File: src/rtl/core/running_mean_and_std_dev_core_assert.svh
// ----------------------------------------------------------------------------
// Assertion macros for the running mean and std dev core
// Same-cycle and next-cycle implication checks on clk, masked during rst.
// ----------------------------------------------------------------------------
`ifndef RUNNING_MEAN_AND_STD_DEV_CORE_ASSERT_SVH
`define RUNNING_MEAN_AND_STD_DEV_CORE_ASSERT_SVH

// antecedent implies consequent in the same cycle
`define RMSD_ASSERT_SAME(label, ante, cons, msg) \
  label: assert property (@(posedge clk) disable iff (rst) (ante) |-> (cons)) \
    else $error(msg);

// antecedent implies consequent in the next cycle
`define RMSD_ASSERT_NEXT(label, ante, cons, msg) \
  label: assert property (@(posedge clk) disable iff (rst) (ante) |=> (cons)) \
    else $error(msg);

`endif

File: src/rtl/core/rmsd_pkg.sv
// ----------------------------------------------------------------------------
// rmsd_pkg
// Widths, constants and controller/datapath interface types.
// ----------------------------------------------------------------------------
package rmsd_pkg;

  localparam int MAX_SAMPLES  = 64;
  localparam int SAMPLE_WIDTH = 16;

  // Q8.8 samples are held as Q8.16
  localparam int FRAC_EXT    = 8;
  localparam int CNT_W       = $clog2(MAX_SAMPLES + 1);
  localparam int COUNT_OUT_W = 7;
  localparam int STD_W       = 16;
  localparam int MEAN_W      = SAMPLE_WIDTH + FRAC_EXT;
  localparam int DELTA_W     = MEAN_W + 1;
  localparam int SQ_W        = 2 * DELTA_W;
  localparam int NUM_W       = SQ_W + CNT_W;
  localparam int SUM_W       = 48;
  localparam int SQRT_W      = SUM_W / 2;
  localparam int TERM_SHIFT  = 16;

  // divider retires this many quotient bits per cycle
  localparam int DIV_RADIX_BITS = 4;
  localparam int MEAN_STEPS = (DELTA_W + DIV_RADIX_BITS - 1) / DIV_RADIX_BITS;
  localparam int TERM_STEPS = (NUM_W + DIV_RADIX_BITS - 1) / DIV_RADIX_BITS;
  localparam int VAR_STEPS  = (SUM_W + DIV_RADIX_BITS - 1) / DIV_RADIX_BITS;
  localparam int DIV_STEPS  = (TERM_STEPS > VAR_STEPS) ? TERM_STEPS : VAR_STEPS;
  localparam int DIV_W      = DIV_STEPS * DIV_RADIX_BITS;
  localparam int DSTEP_W    = $clog2(DIV_STEPS + 1);

  localparam logic [SUM_W-1:0] SUM_MAX = '1;
  localparam logic [STD_W-1:0] STD_MAX = '1;

  // divider operand select
  localparam logic [1:0] DIV_SEL_MEAN = 2'd0;
  localparam logic [1:0] DIV_SEL_TERM = 2'd1;
  localparam logic [1:0] DIV_SEL_VAR  = 2'd2;

  typedef struct packed {
    logic       load;
    logic       mag;
    logic       square;
    logic       prod;
    logic       div_start;
    logic [1:0] div_sel;
    logic       mean_upd;
    logic       sum_upd;
    logic       sqrt_start;
    logic       out_load;
  } rmsd_cmd_t;

  typedef struct packed {
    logic div_done;
    logic sqrt_done;
    logic set_end;
    logic out_busy;
  } rmsd_status_t;

endpackage

File: src/rtl/core/running_mean_and_std_dev_core.sv
// ----------------------------------------------------------------------------
// running_mean_and_std_dev_core
// Welford running mean and population standard deviation over sample sets.
// ----------------------------------------------------------------------------
// Takes signed Q8.8 samples and, on the sample flagged last or the one that
// brings a set to MAX_SAMPLES (64), gives one result: mean and population
// standard deviation in Q8.8, the sample count and a truncated flag. One
// sample is in work at a time; in_ready is high only while the sequencer
// waits. A sample that does not close a set makes two passes through the
// shared 4-bit-a-cycle divider, for delta / count and for the squared term,
// before the next sample is accepted. A closing sample also needs a division
// for the variance and a bit-serial square root. The result waits in an
// output register, so the next set starts while it is still to be taken; a
// closing sample stalls until the previous result has been taken.
`include "running_mean_and_std_dev_core_assert.svh"

module running_mean_and_std_dev_core (
  input  logic                                     clk,
  input  logic                                     rst,
  input  logic                                     in_valid,
  output logic                                     in_ready,
  input  logic signed [rmsd_pkg::SAMPLE_WIDTH-1:0] sample,
  input  logic                                     last,
  output logic                                     out_valid,
  input  logic                                     out_ready,
  output logic signed [rmsd_pkg::SAMPLE_WIDTH-1:0] mean,
  output logic [rmsd_pkg::STD_W-1:0]               std_dev,
  output logic [rmsd_pkg::COUNT_OUT_W-1:0]         sample_count,
  output logic                                     truncated
);
  import rmsd_pkg::*;

  rmsd_cmd_t    cmd;
  rmsd_status_t status;

  rmsd_ctrl u_ctrl (
    .clk      (clk),
    .rst      (rst),
    .in_valid (in_valid),
    .in_ready (in_ready),
    .status   (status),
    .cmd      (cmd)
  );

  rmsd_datapath u_datapath (
    .clk          (clk),
    .rst          (rst),
    .cmd          (cmd),
    .status       (status),
    .sample       (sample),
    .last         (last),
    .out_valid    (out_valid),
    .out_ready    (out_ready),
    .mean         (mean),
    .std_dev      (std_dev),
    .sample_count (sample_count),
    .truncated    (truncated)
  );

  `RMSD_ASSERT_SAME(a_no_overwrite, cmd.out_load, !(out_valid && !out_ready), "result overwritten before taken")
  `RMSD_ASSERT_NEXT(a_one_in_flight, in_valid && in_ready, !in_ready, "second item taken while busy")
  `RMSD_ASSERT_SAME(a_count_nonzero, out_valid, sample_count != '0, "result with zero sample count")
  `RMSD_ASSERT_SAME(a_trunc_full, out_valid && truncated, sample_count == COUNT_OUT_W'(MAX_SAMPLES), "truncated set not full")

endmodule

File: src/rtl/core/rmsd_div.sv
// ----------------------------------------------------------------------------
// rmsd_div
// Iterative restoring divider by the sample count, several bits per cycle.
// ----------------------------------------------------------------------------
module rmsd_div (
  input  logic                         clk,
  input  logic                         rst,
  input  logic                         start,
  input  logic [rmsd_pkg::DIV_W-1:0]   dividend,
  input  logic [rmsd_pkg::CNT_W-1:0]   divisor,
  input  logic [rmsd_pkg::DSTEP_W-1:0] steps,
  output logic                         done,
  output logic [rmsd_pkg::DIV_W-1:0]   quotient
);
  import rmsd_pkg::*;

  logic               busy;
  logic [DSTEP_W-1:0] cnt;
  logic [DIV_W-1:0]   dvd;
  logic [DIV_W-1:0]   dvd_next;
  logic [CNT_W-1:0]   rem;
  logic [CNT_W-1:0]   rem_next;

  // dividend is left-aligned; quotient bits shift in at the bottom
  always_comb begin
    logic [CNT_W:0] trial;
    dvd_next = dvd;
    rem_next = rem;
    for (int i = 0; i < DIV_RADIX_BITS; i++) begin
      trial    = {rem_next, dvd_next[DIV_W-1]};
      dvd_next = {dvd_next[DIV_W-2:0], 1'b0};
      if (trial >= {1'b0, divisor}) begin
        rem_next    = CNT_W'(trial - {1'b0, divisor});
        dvd_next[0] = 1'b1;
      end else begin
        rem_next = trial[CNT_W-1:0];
      end
    end
  end

  always_ff @(posedge clk) begin
    if (rst) begin
      busy <= 1'b0;
      done <= 1'b0;
      cnt  <= '0;
    end else begin
      done <= 1'b0;
      if (start) begin
        busy <= 1'b1;
        cnt  <= steps;
      end else if (busy) begin
        cnt <= cnt - DSTEP_W'(1);
        if (cnt == DSTEP_W'(1)) begin
          busy <= 1'b0;
          done <= 1'b1;
        end
      end
    end
  end

  always_ff @(posedge clk) begin
    if (start) begin
      dvd <= dividend;
      rem <= '0;
    end else if (busy) begin
      dvd <= dvd_next;
      rem <= rem_next;
    end
  end

  assign quotient = dvd;

endmodule

File: src/rtl/core/rmsd_sqrt.sv
// ----------------------------------------------------------------------------
// rmsd_sqrt
// Bit-serial integer square root, one root bit per cycle.
// ----------------------------------------------------------------------------
module rmsd_sqrt (
  input  logic                        clk,
  input  logic                        rst,
  input  logic                        start,
  input  logic [rmsd_pkg::SUM_W-1:0]  value,
  output logic                        done,
  output logic [rmsd_pkg::SQRT_W-1:0] root
);
  import rmsd_pkg::*;

  localparam int REM_W  = SQRT_W + 2;
  localparam int SCNT_W = $clog2(SQRT_W + 1);

  logic              busy;
  logic [SCNT_W-1:0] cnt;
  logic [SUM_W-1:0]  val;
  logic [REM_W-1:0]  rem;
  logic [REM_W-1:0]  rem_next;
  logic [SQRT_W-1:0] root_next;
  logic [REM_W+1:0]  shifted;
  logic [REM_W+1:0]  trial;

  always_comb begin
    shifted = {rem, val[SUM_W-1:SUM_W-2]};
    trial   = (REM_W + 2)'({root, 2'b01});
    if (shifted >= trial) begin
      rem_next  = REM_W'(shifted - trial);
      root_next = {root[SQRT_W-2:0], 1'b1};
    end else begin
      rem_next  = shifted[REM_W-1:0];
      root_next = {root[SQRT_W-2:0], 1'b0};
    end
  end

  always_ff @(posedge clk) begin
    if (rst) begin
      busy <= 1'b0;
      done <= 1'b0;
      cnt  <= '0;
    end else begin
      done <= 1'b0;
      if (start) begin
        busy <= 1'b1;
        cnt  <= SCNT_W'(SQRT_W);
      end else if (busy) begin
        cnt <= cnt - SCNT_W'(1);
        if (cnt == SCNT_W'(1)) begin
          busy <= 1'b0;
          done <= 1'b1;
        end
      end
    end
  end

  always_ff @(posedge clk) begin
    if (start) begin
      val  <= value;
      rem  <= '0;
      root <= '0;
    end else if (busy) begin
      val  <= {val[SUM_W-3:0], 2'b00};
      rem  <= rem_next;
      root <= root_next;
    end
  end

endmodule

File: src/rtl/core/rmsd_datapath.sv
// ----------------------------------------------------------------------------
// rmsd_datapath
// Welford state, delta/square/product stages, divider, root and result reg.
// ----------------------------------------------------------------------------
module rmsd_datapath (
  input  logic                                clk,
  input  logic                                rst,
  input  rmsd_pkg::rmsd_cmd_t                 cmd,
  output rmsd_pkg::rmsd_status_t              status,
  input  logic signed [rmsd_pkg::SAMPLE_WIDTH-1:0] sample,
  input  logic                                last,
  output logic                                out_valid,
  input  logic                                out_ready,
  output logic signed [rmsd_pkg::SAMPLE_WIDTH-1:0] mean,
  output logic [rmsd_pkg::STD_W-1:0]          std_dev,
  output logic [rmsd_pkg::COUNT_OUT_W-1:0]    sample_count,
  output logic                                truncated
);
  import rmsd_pkg::*;

  // Welford state
  logic [CNT_W-1:0]         seen_count;
  logic signed [MEAN_W-1:0] running_mean;
  logic [SUM_W-1:0]         squared_dev_sum;

  // per-item working registers
  logic [CNT_W-1:0]          k;
  logic                      last_r;
  logic signed [DELTA_W-1:0] delta;
  logic [DELTA_W-1:0]        mag;
  logic                      neg;
  logic [SQ_W-1:0]           sq;
  logic [NUM_W-1:0]          prod;

  logic [MEAN_W-1:0]         x;
  logic                      full;
  logic [DIV_W-1:0]          div_dividend;
  logic [DSTEP_W-1:0]        div_steps;
  logic                      div_done;
  logic [DIV_W-1:0]          div_q;
  logic                      sqrt_done;
  logic [SQRT_W-1:0]         root;
  logic signed [DELTA_W-1:0] mean_step;
  logic signed [DELTA_W-1:0] mean_wide;
  logic [DIV_W-1:0]          term;
  logic [SUM_W-1:0]          room;

  assign x    = {sample, FRAC_EXT'(0)};
  assign full = (k >= CNT_W'(MAX_SAMPLES));

  always_comb begin
    case (cmd.div_sel)
      DIV_SEL_MEAN: begin
        div_dividend = DIV_W'(mag) << (DIV_W - DIV_RADIX_BITS * MEAN_STEPS);
        div_steps    = DSTEP_W'(MEAN_STEPS);
      end
      DIV_SEL_TERM: begin
        div_dividend = DIV_W'(prod) << (DIV_W - DIV_RADIX_BITS * TERM_STEPS);
        div_steps    = DSTEP_W'(TERM_STEPS);
      end
      DIV_SEL_VAR: begin
        div_dividend = DIV_W'(squared_dev_sum) << (DIV_W - DIV_RADIX_BITS * VAR_STEPS);
        div_steps    = DSTEP_W'(VAR_STEPS);
      end
      default: begin
        div_dividend = '0;
        div_steps    = DSTEP_W'(1);
      end
    endcase
  end

  rmsd_div u_div (
    .clk      (clk),
    .rst      (rst),
    .start    (cmd.div_start),
    .dividend (div_dividend),
    .divisor  (k),
    .steps    (div_steps),
    .done     (div_done),
    .quotient (div_q)
  );

  rmsd_sqrt u_sqrt (
    .clk   (clk),
    .rst   (rst),
    .start (cmd.sqrt_start),
    .value (div_q[SUM_W-1:0]),
    .done  (sqrt_done),
    .root  (root)
  );

  // delta / k rounds toward zero: divide the magnitude, restore the sign
  always_comb begin
    mean_step = neg ? -$signed(div_q[DELTA_W-1:0]) : $signed(div_q[DELTA_W-1:0]);
    mean_wide = $signed({running_mean[MEAN_W-1], running_mean}) + mean_step;
    term      = div_q >> TERM_SHIFT;
    room      = SUM_MAX - squared_dev_sum;
  end

  always_ff @(posedge clk) begin
    if (cmd.load) begin
      k      <= seen_count + CNT_W'(1);
      last_r <= last;
      delta  <= $signed({x[MEAN_W-1], x}) - $signed({running_mean[MEAN_W-1], running_mean});
    end
    if (cmd.mag) begin
      neg <= delta[DELTA_W-1];
      mag <= delta[DELTA_W-1] ? DELTA_W'(-delta) : DELTA_W'(delta);
    end
    if (cmd.square) begin
      sq <= SQ_W'(mag) * SQ_W'(mag);
    end
    if (cmd.prod) begin
      prod <= NUM_W'(k - CNT_W'(1)) * NUM_W'(sq);
    end
  end

  always_ff @(posedge clk) begin
    if (rst) begin
      seen_count      <= '0;
      running_mean    <= '0;
      squared_dev_sum <= '0;
    end else if (cmd.out_load) begin
      seen_count      <= '0;
      running_mean    <= '0;
      squared_dev_sum <= '0;
    end else begin
      if (cmd.mean_upd) begin
        running_mean <= mean_wide[MEAN_W-1:0];
      end
      if (cmd.sum_upd) begin
        seen_count <= k;
        if (term > DIV_W'(room)) begin
          squared_dev_sum <= SUM_MAX;
        end else begin
          squared_dev_sum <= squared_dev_sum + SUM_W'(term);
        end
      end
    end
  end

  // result register: holds a finished set while the next one is worked on
  always_ff @(posedge clk) begin
    if (rst) begin
      out_valid <= 1'b0;
    end else if (cmd.out_load) begin
      out_valid <= 1'b1;
    end else if (out_ready) begin
      out_valid <= 1'b0;
    end
  end

  always_ff @(posedge clk) begin
    if (cmd.out_load) begin
      mean         <= running_mean[MEAN_W-1:FRAC_EXT];
      std_dev      <= (root > SQRT_W'(STD_MAX)) ? STD_MAX : root[STD_W-1:0];
      sample_count <= COUNT_OUT_W'(k);
      truncated    <= full & ~last_r;
    end
  end

  assign status.div_done  = div_done;
  assign status.sqrt_done = sqrt_done;
  assign status.set_end   = last_r | full;
  assign status.out_busy  = out_valid & ~out_ready;

endmodule

File: src/rtl/core/rmsd_ctrl.sv
// ----------------------------------------------------------------------------
// rmsd_ctrl
// Sequencer: steps the datapath through one sample and the end-of-set result.
// ----------------------------------------------------------------------------
module rmsd_ctrl (
  input  logic                   clk,
  input  logic                   rst,
  input  logic                   in_valid,
  output logic                   in_ready,
  input  rmsd_pkg::rmsd_status_t status,
  output rmsd_pkg::rmsd_cmd_t    cmd
);
  import rmsd_pkg::*;

  localparam logic [3:0] S_IDLE = 4'd0;
  localparam logic [3:0] S_MAG  = 4'd1;
  localparam logic [3:0] S_SQ   = 4'd2;
  localparam logic [3:0] S_PROD = 4'd3;
  localparam logic [3:0] S_DIVM = 4'd4;
  localparam logic [3:0] S_DIVT = 4'd5;
  localparam logic [3:0] S_VAR  = 4'd6;
  localparam logic [3:0] S_DIVV = 4'd7;
  localparam logic [3:0] S_SQRT = 4'd8;
  localparam logic [3:0] S_OUT  = 4'd9;

  logic [3:0] state;
  logic [3:0] state_next;

  assign in_ready = (state == S_IDLE);

  always_comb begin
    cmd        = '0;
    cmd.div_sel = DIV_SEL_MEAN;
    state_next = state;
    case (state)
      S_IDLE: begin
        if (in_valid) begin
          cmd.load   = 1'b1;
          state_next = S_MAG;
        end
      end
      S_MAG: begin
        cmd.mag    = 1'b1;
        state_next = S_SQ;
      end
      S_SQ: begin
        cmd.square    = 1'b1;
        cmd.div_start = 1'b1;
        cmd.div_sel   = DIV_SEL_MEAN;
        state_next    = S_PROD;
      end
      S_PROD: begin
        cmd.prod   = 1'b1;
        state_next = S_DIVM;
      end
      S_DIVM: begin
        if (status.div_done) begin
          cmd.mean_upd  = 1'b1;
          cmd.div_start = 1'b1;
          cmd.div_sel   = DIV_SEL_TERM;
          state_next    = S_DIVT;
        end
      end
      S_DIVT: begin
        if (status.div_done) begin
          cmd.sum_upd = 1'b1;
          state_next  = status.set_end ? S_VAR : S_IDLE;
        end
      end
      S_VAR: begin
        cmd.div_start = 1'b1;
        cmd.div_sel   = DIV_SEL_VAR;
        state_next    = S_DIVV;
      end
      S_DIVV: begin
        if (status.div_done) begin
          cmd.sqrt_start = 1'b1;
          state_next     = S_SQRT;
        end
      end
      S_SQRT: begin
        if (status.sqrt_done) begin
          state_next = S_OUT;
        end
      end
      S_OUT: begin
        // wait for the result register to be free
        if (!status.out_busy) begin
          cmd.out_load = 1'b1;
          state_next   = S_IDLE;
        end
      end
      default: begin
        state_next = S_IDLE;
      end
    endcase
  end

  always_ff @(posedge clk) begin
    if (rst) begin
      state <= S_IDLE;
    end else begin
      state <= state_next;
    end
  end

endmodule
File: config.mk
export PLATFORM = sky130hd
export DESIGN_NAME = running_mean_and_std_dev_core
export DESIGN_NICKNAME = d
export VERILOG_FILES = /design/src/rtl/core/rmsd_pkg.sv /design/src/rtl/core/running_mean_and_std_dev_core.sv /design/src/rtl/core/rmsd_div.sv /design/src/rtl/core/rmsd_sqrt.sv /design/src/rtl/core/rmsd_datapath.sv /design/src/rtl/core/rmsd_ctrl.sv
export VERILOG_INCLUDE_DIRS = /design/src /design/src/rtl/core
export SDC_FILE = /design/constraint.sdc
export NUM_CORES = 2
export LEC_CHECK = 0
export ABC_CLOCK_PERIOD_IN_PS = 14350
export BUFFER_PORTS_ARGS = -buffer_cell sky130_fd_sc_hd__buf_4
export CORE_MARGIN = 5
export CORE_UTILIZATION = 45
export CTS_CLUSTER_DIAMETER = 30
export DETAILED_ROUTE_END_ITERATION = 8
export SYNTH_ARGS = -nofsm -noshare
export SYNTH_HDL_FRONTEND = slang
export SYNTH_SLANG_ARGS = --single-unit
File: constraint.sdc
create_clock -name clk -period 14.35 [get_ports clk]
set_clock_uncertainty 0.2 [all_clocks]
set_input_delay 2.1525 -clock clk [delete_from_list [all_inputs] [get_ports clk]]
set_output_delay 2.1525 -clock clk [all_outputs]
set_load 0.03 [all_outputs]
### After elaboration in Yosys (flattened, before gate mapping)

Index checks and enable logic that the tools add are counted.
W data, S select, Z words.

* register bits after elaboration: 468
* input port bits: 21
* output and inout bits: 42

* add/sub/neg operators: 15
* multiply operators: 2
* magnitude comparators: 8
* equal/unequal tests: 19
* multiplexer cells: 54
* bitwise operators: 7
* reductions and logical operators: 10

Operators by type and width (number)
* $pmux W60 S3: 1
* $mux W48: 3
* $mux W60: 2
* $mul A57 B50 Y57: 1
* $mul A25 B25 Y50: 1
* $add A48 B44 Y48: 1
* $gt A44 B48 Y1: 1
* $mux W24: 2
* $sub A48 B48 Y48 const A: 1
* $pmux W4 S10: 1
* $mux W4: 9
* $ge A8 B7 Y1: 4
* $ge A28 B26 Y1: 1
* $mux W7: 4
* $sub A7 B7 Y7: 4
* $mux W1: 26
* $mux W26: 1
* $sub A26 B26 Y26: 1
* $neg A25 Y25: 1
* $sub A24 B24 Y25: 1
* $add A24 B24 Y24: 1
* $gt A24 B16 Y1 const B: 1
* $neg A24 Y24: 1
* $eq A4 B3 Y1 const B: 4
* 26 further kinds: 42

### Longest topological paths before layout

* depth in word-level cells: 10
* depth in mapped cells: 40
* depth with buffers taken out: 39

### Hierarchy

Synthesis repeated with hierarchy kept, for this count alone.

* cells, all modules: 6055
* area total of the unflattened synthesis: 57826.7 sq um

Modules (own cells, without submodules)
* rmsd_datapath: instances 1, cells an instance 4984, area each 46647.2 sq um
* rmsd_sqrt: instances 1, cells an instance 603, area each 6088.3 sq um
* rmsd_div: instances 1, cells an instance 417, area each 4713.3 sq um
* rmsd_ctrl: instances 1, cells an instance 51, area each 377.9 sq um

### Worst setup path after synthesis

Ideal clock, no wire load.

* path kind: flip-flop to flip-flop
* start point: reg u_datapath.k[1]
* end point: reg u_datapath.prod[55] (data pin)
* arrival: 10042 ps
* data required time: 13955 ps
* slack: 3913 ps
* cell stages (with the launch flop): 33
* buffers on the path: 5
* clock period less this slack: 10437 ps
* cell sequence: edfxtp_1 > inv_1 > nand3_1 > nor4_1 > clkbuf_1 > clkbuf_1 > nand2_1 > fa_1 > fa_1 > inv_1 > fa_1 > fa_1 > clkbuf_1 > buf_1 > xnor2_1 > buf_1 > xor2_1 > fa_1 > fa_1 > fa_1 > inv_1 > fa_1 > inv_1 > ha_1 > and3_1 > and3_1 > and2_1 > a2111oi_0 > a21oi_1 > a21oi_1 > a21o_1 > nand2_1 > o311ai_0

* longest elaborated chain between the ends: 2

RTL lines
* from (decl): line rmsd_datapath.sv:27 `logic [CNT_W-1:0] k;`
* from (signal assigned): line rmsd_datapath.sv:102 `k <= seen_count + CNT_W'(1);`
* $sub A7 B1 Y8: line rmsd_datapath.sv:114 `prod <= NUM_W'(k - CNT_W'(1)) * NUM_W'(sq);`
* $mul A57 B50 Y57: line rmsd_datapath.sv:114
* to (signal assigned): line rmsd_datapath.sv:114
* to (decl): line rmsd_datapath.sv:33 `logic [NUM_W-1:0] prod;`

No other way between the ends.
A chain may end at the register's enable or synchronous reset.

### Worst setup path in the final report

* start point: reg u_datapath.k[0]
* end point: reg u_datapath.prod[55] (data pin)

Same word-level chain as after synthesis.

==> impl_metrics.yaml <==
critical_path:
  crit_fanout: 51
  worstReg2RegStart: "u_datapath.k[0]"
  timing.critical_path.arrival_ns: 11.73
  slowest_delay_ns: 0.95
  cp_common_cell: "fa_1"
  required_ns: 14.60
  slowest_stage: "fa_1"
  endpoint_kind: "register"
  critical_path.startpoint: "u_datapath.k[0]"
  start_kind: "register"
  critical_path_class: "register to register"
logic_synthesis:
  synth_top_cell_by_area: "fa_1"
  synth_edf_count: 313
  syn_avg_cell_area_um2: 9.66
  postSynth.asyncResetShare: 0
  synth_top_area_frac: 0.329
  ys_seq_area_frac: 0.190
  yosysUniqueCellTypes: 89
  netlist_area_mm2: 0.0658
  synth_flop_cell: "edfxtp_1"
  synth-seq-cells: 467
  syn-instance-count: 6806
  netlist_top_cells_area: "fa_1 (33%), edfxtp_1 (14%), ha_1 (11%)"
  yosys_warnings: 0
clock_network:
  numCtsBuffers: 120
  cts_resized: 0
  path_clk_slew_ns: 0.05
  cts_tree: "built"
  cts_setup_buffers: 0
  clk_latency_ns: 0.75
  h-tree-depth: 3
  clockBufferDepth: 3
  ctsRootBufferMaster: "clkbuf_16"
  clock_sinks: 467
  hold_buffers: 0
placed_design:
  placed_area_mm2: 0.0684
  hpwlAfterDp_mm: 138
  place_congestion: 0.891
  dp.cells: 8627
  port_buffers: 62
route:
  routed_via_density: 5.38
  first_pass_iters: 6
  ant_nets: 0
  drtIter0Drc: 3322
  wirelength_mm: 175
  drc: 0
  wire_per_inst_um: 19.7
  vias: 47600
global_routing:
  grt_max_degree: 85
  grt_pass1_vias: 50300
  grt_overflow: 0
  grt_pass1_wl_mm: 280
  grt_usage: 0.232
  grt_antenna_before_repair: 5
job:
  cap_violations: 0
final_layout:
  layout_commonest_cell: "inv_1"
  drive_gt1_frac: 0.0580
  area_delta_synth_final_pct: 10.7
  stdcell_count: 8855
  most-common-layout-cells: "inv_1 (1377), fa_1 (1080), nand2_1 (667), ha_1 (581), edfxtp_1 (313)"
  nNetsFinal: 8514
  final_cell_area_mm2: 0.0728
timing:
  hold_viol_final: 0
  clock.fmax_ghz: 0.0871
  setup_viol: 0
  rsz0062_at_grt: "no"
  max_slew_margin: 0.226
  min_period_ns: 11.48
  tightest_slew_ns: 1.16
  tns_ns: 0
  min_period_over_period: 0.800
  hold-worst-slack_ns: 0.270
  finalMaxSlewViolations: 0
hold_path:
  hp-start: "u_datapath.u_sqrt.rem[25]"
  hold_class: "register to register"
floorplan:
  coreArea_mm2: 0.145
  dieArea_mm2: 0.154
  num_io_pins: 63
  row_count: 140
  die_y_um: 392
  dieWidth_um: 392
  start_util: 0.452
outcome:
  outcome: "completed"
-- kinds of logic (layout without fill, tap and decap cells) --
| kind of cell | count (synthesis) | count (layout) | share of synthesized area |
|---|---|---|---|
| compound gates | 1001 | 1001 | 0.100 |
| other cells | 2 | 15 | 0.000114 |
| flops | 467 | 467 | 0.190 |
| buf+inv | 1622 | 1741 | 0.0927 |
| simple gates | 1628 | 1628 | 0.120 |
| fa+ha+maj | 1661 | 1661 | 0.439 |
| mux | 58 | 58 | 0.00909 |
| xor+xnor | 367 | 367 | 0.0490 |
-- final cells by class --
type / instances / area [um2]
fillers: 13500 / 72600
multi-input cells: 4727 / 47300
flip-flops and latches: 467 / 12500
inverters: 1388 / 5210
clock buffers: 141 / 3170
well taps: 1917 / 2400
clock inverters: 84 / 1230
repair buffers: 128 / 961
diodes: 3 / 7.51
-- metal layers --
| metal | global-route usage | up-vias | part of all wire |
|---|---|---|---|
| met5 | 0 | - | 0.000086 |
| met4 | 0.0724 | 2 | 0.031 |
| met3 | 0.0319 | 239 | 0.057 |
| met2 | 0.397 | 1288 | 0.49 |
| met1 | 0.306 | 24200 | 0.42 |
| li1 | - | 21900 | - |
-- worst paths after layout --
kind                               endpoint  slack, ns  cells past startpoint
setup / recovery        u_datapath.prod[55]       2.87                     32
hold / removal    u_datapath.u_sqrt.rem[25]       0.27                      2
setup reg to reg        u_datapath.prod[55]       2.87                     32
hold reg to reg   u_datapath.u_sqrt.rem[25]       0.27                      2
-- cell usage after synthesis (all sizes together), types with 14 or more instances --
| cell | instances |
|---|---|
| a211oi | 45 |
| a21o | 118 |
| a21oi | 260 |
| a222oi | 45 |
| a22o | 21 |
| a31oi | 50 |
| and2 | 280 |
| and3 | 35 |
| buf | 15 |
| clkbuf | 219 |
| dfxtp | 154 |
| edfxtp | 313 |
| fa | 1080 |
| ha | 581 |
| inv | 1379 |
| mux2i | 47 |
| nand2 | 667 |
| nand2b | 66 |
| nand3 | 78 |
| nand4 | 24 |
| nor2 | 236 |
| nor2b | 92 |
| nor3 | 53 |
| o211ai | 19 |
| o21a | 35 |
| o21ai | 208 |
| o21bai | 33 |
| o31ai | 45 |
| or2 | 14 |
| or3 | 26 |
| xnor2 | 256 |
| xor2 | 111 |
-- flip-flops by register name (all words and copies together), names as in the netlist, 7 cells and up --
name and flops:
u_datapath.u_sqrt.rem 26, u_datapath.squared_dev_sum 48, u_datapath.u_sqrt.val 48, u_datapath.running_mean 24
u_datapath.prod 57, u_datapath.delta 25, u_datapath.std_dev 16, u_datapath.u_div.rem 7
u_datapath.u_sqrt.root 24, u_datapath.sample_count 7, u_datapath.sq 49, u_datapath.mag 25
u_datapath.k 7, u_datapath.mean 16, u_datapath.seen_count 7, u_datapath.u_div.quotient 60
-- critical path: cells and delay by family (launching register included) --
family / cells / cell delay (ns)
fa+ha+maj: 9 / 5.24
buf+inv: 8 / 1.86
simple gates: 7 / 1.48
compound gates: 5 / 1.27
xor+xnor: 3 / 0.76
flops: 1 / 0.37
-- stage by stage --
step,utilization,worst slack (ns)
4_1_cts,0.501,2.81
3_3_place_gp,0.470,3.22
3_5_place_dp,0.470,2.86
2_1_floorplan,-,3.91
6_report,0.501,2.87
5_1_grt,0.501,2.15
Power is not shown: default switching activity piles up to over one toggle a cycle in this logic, so the estimate is an artifact.
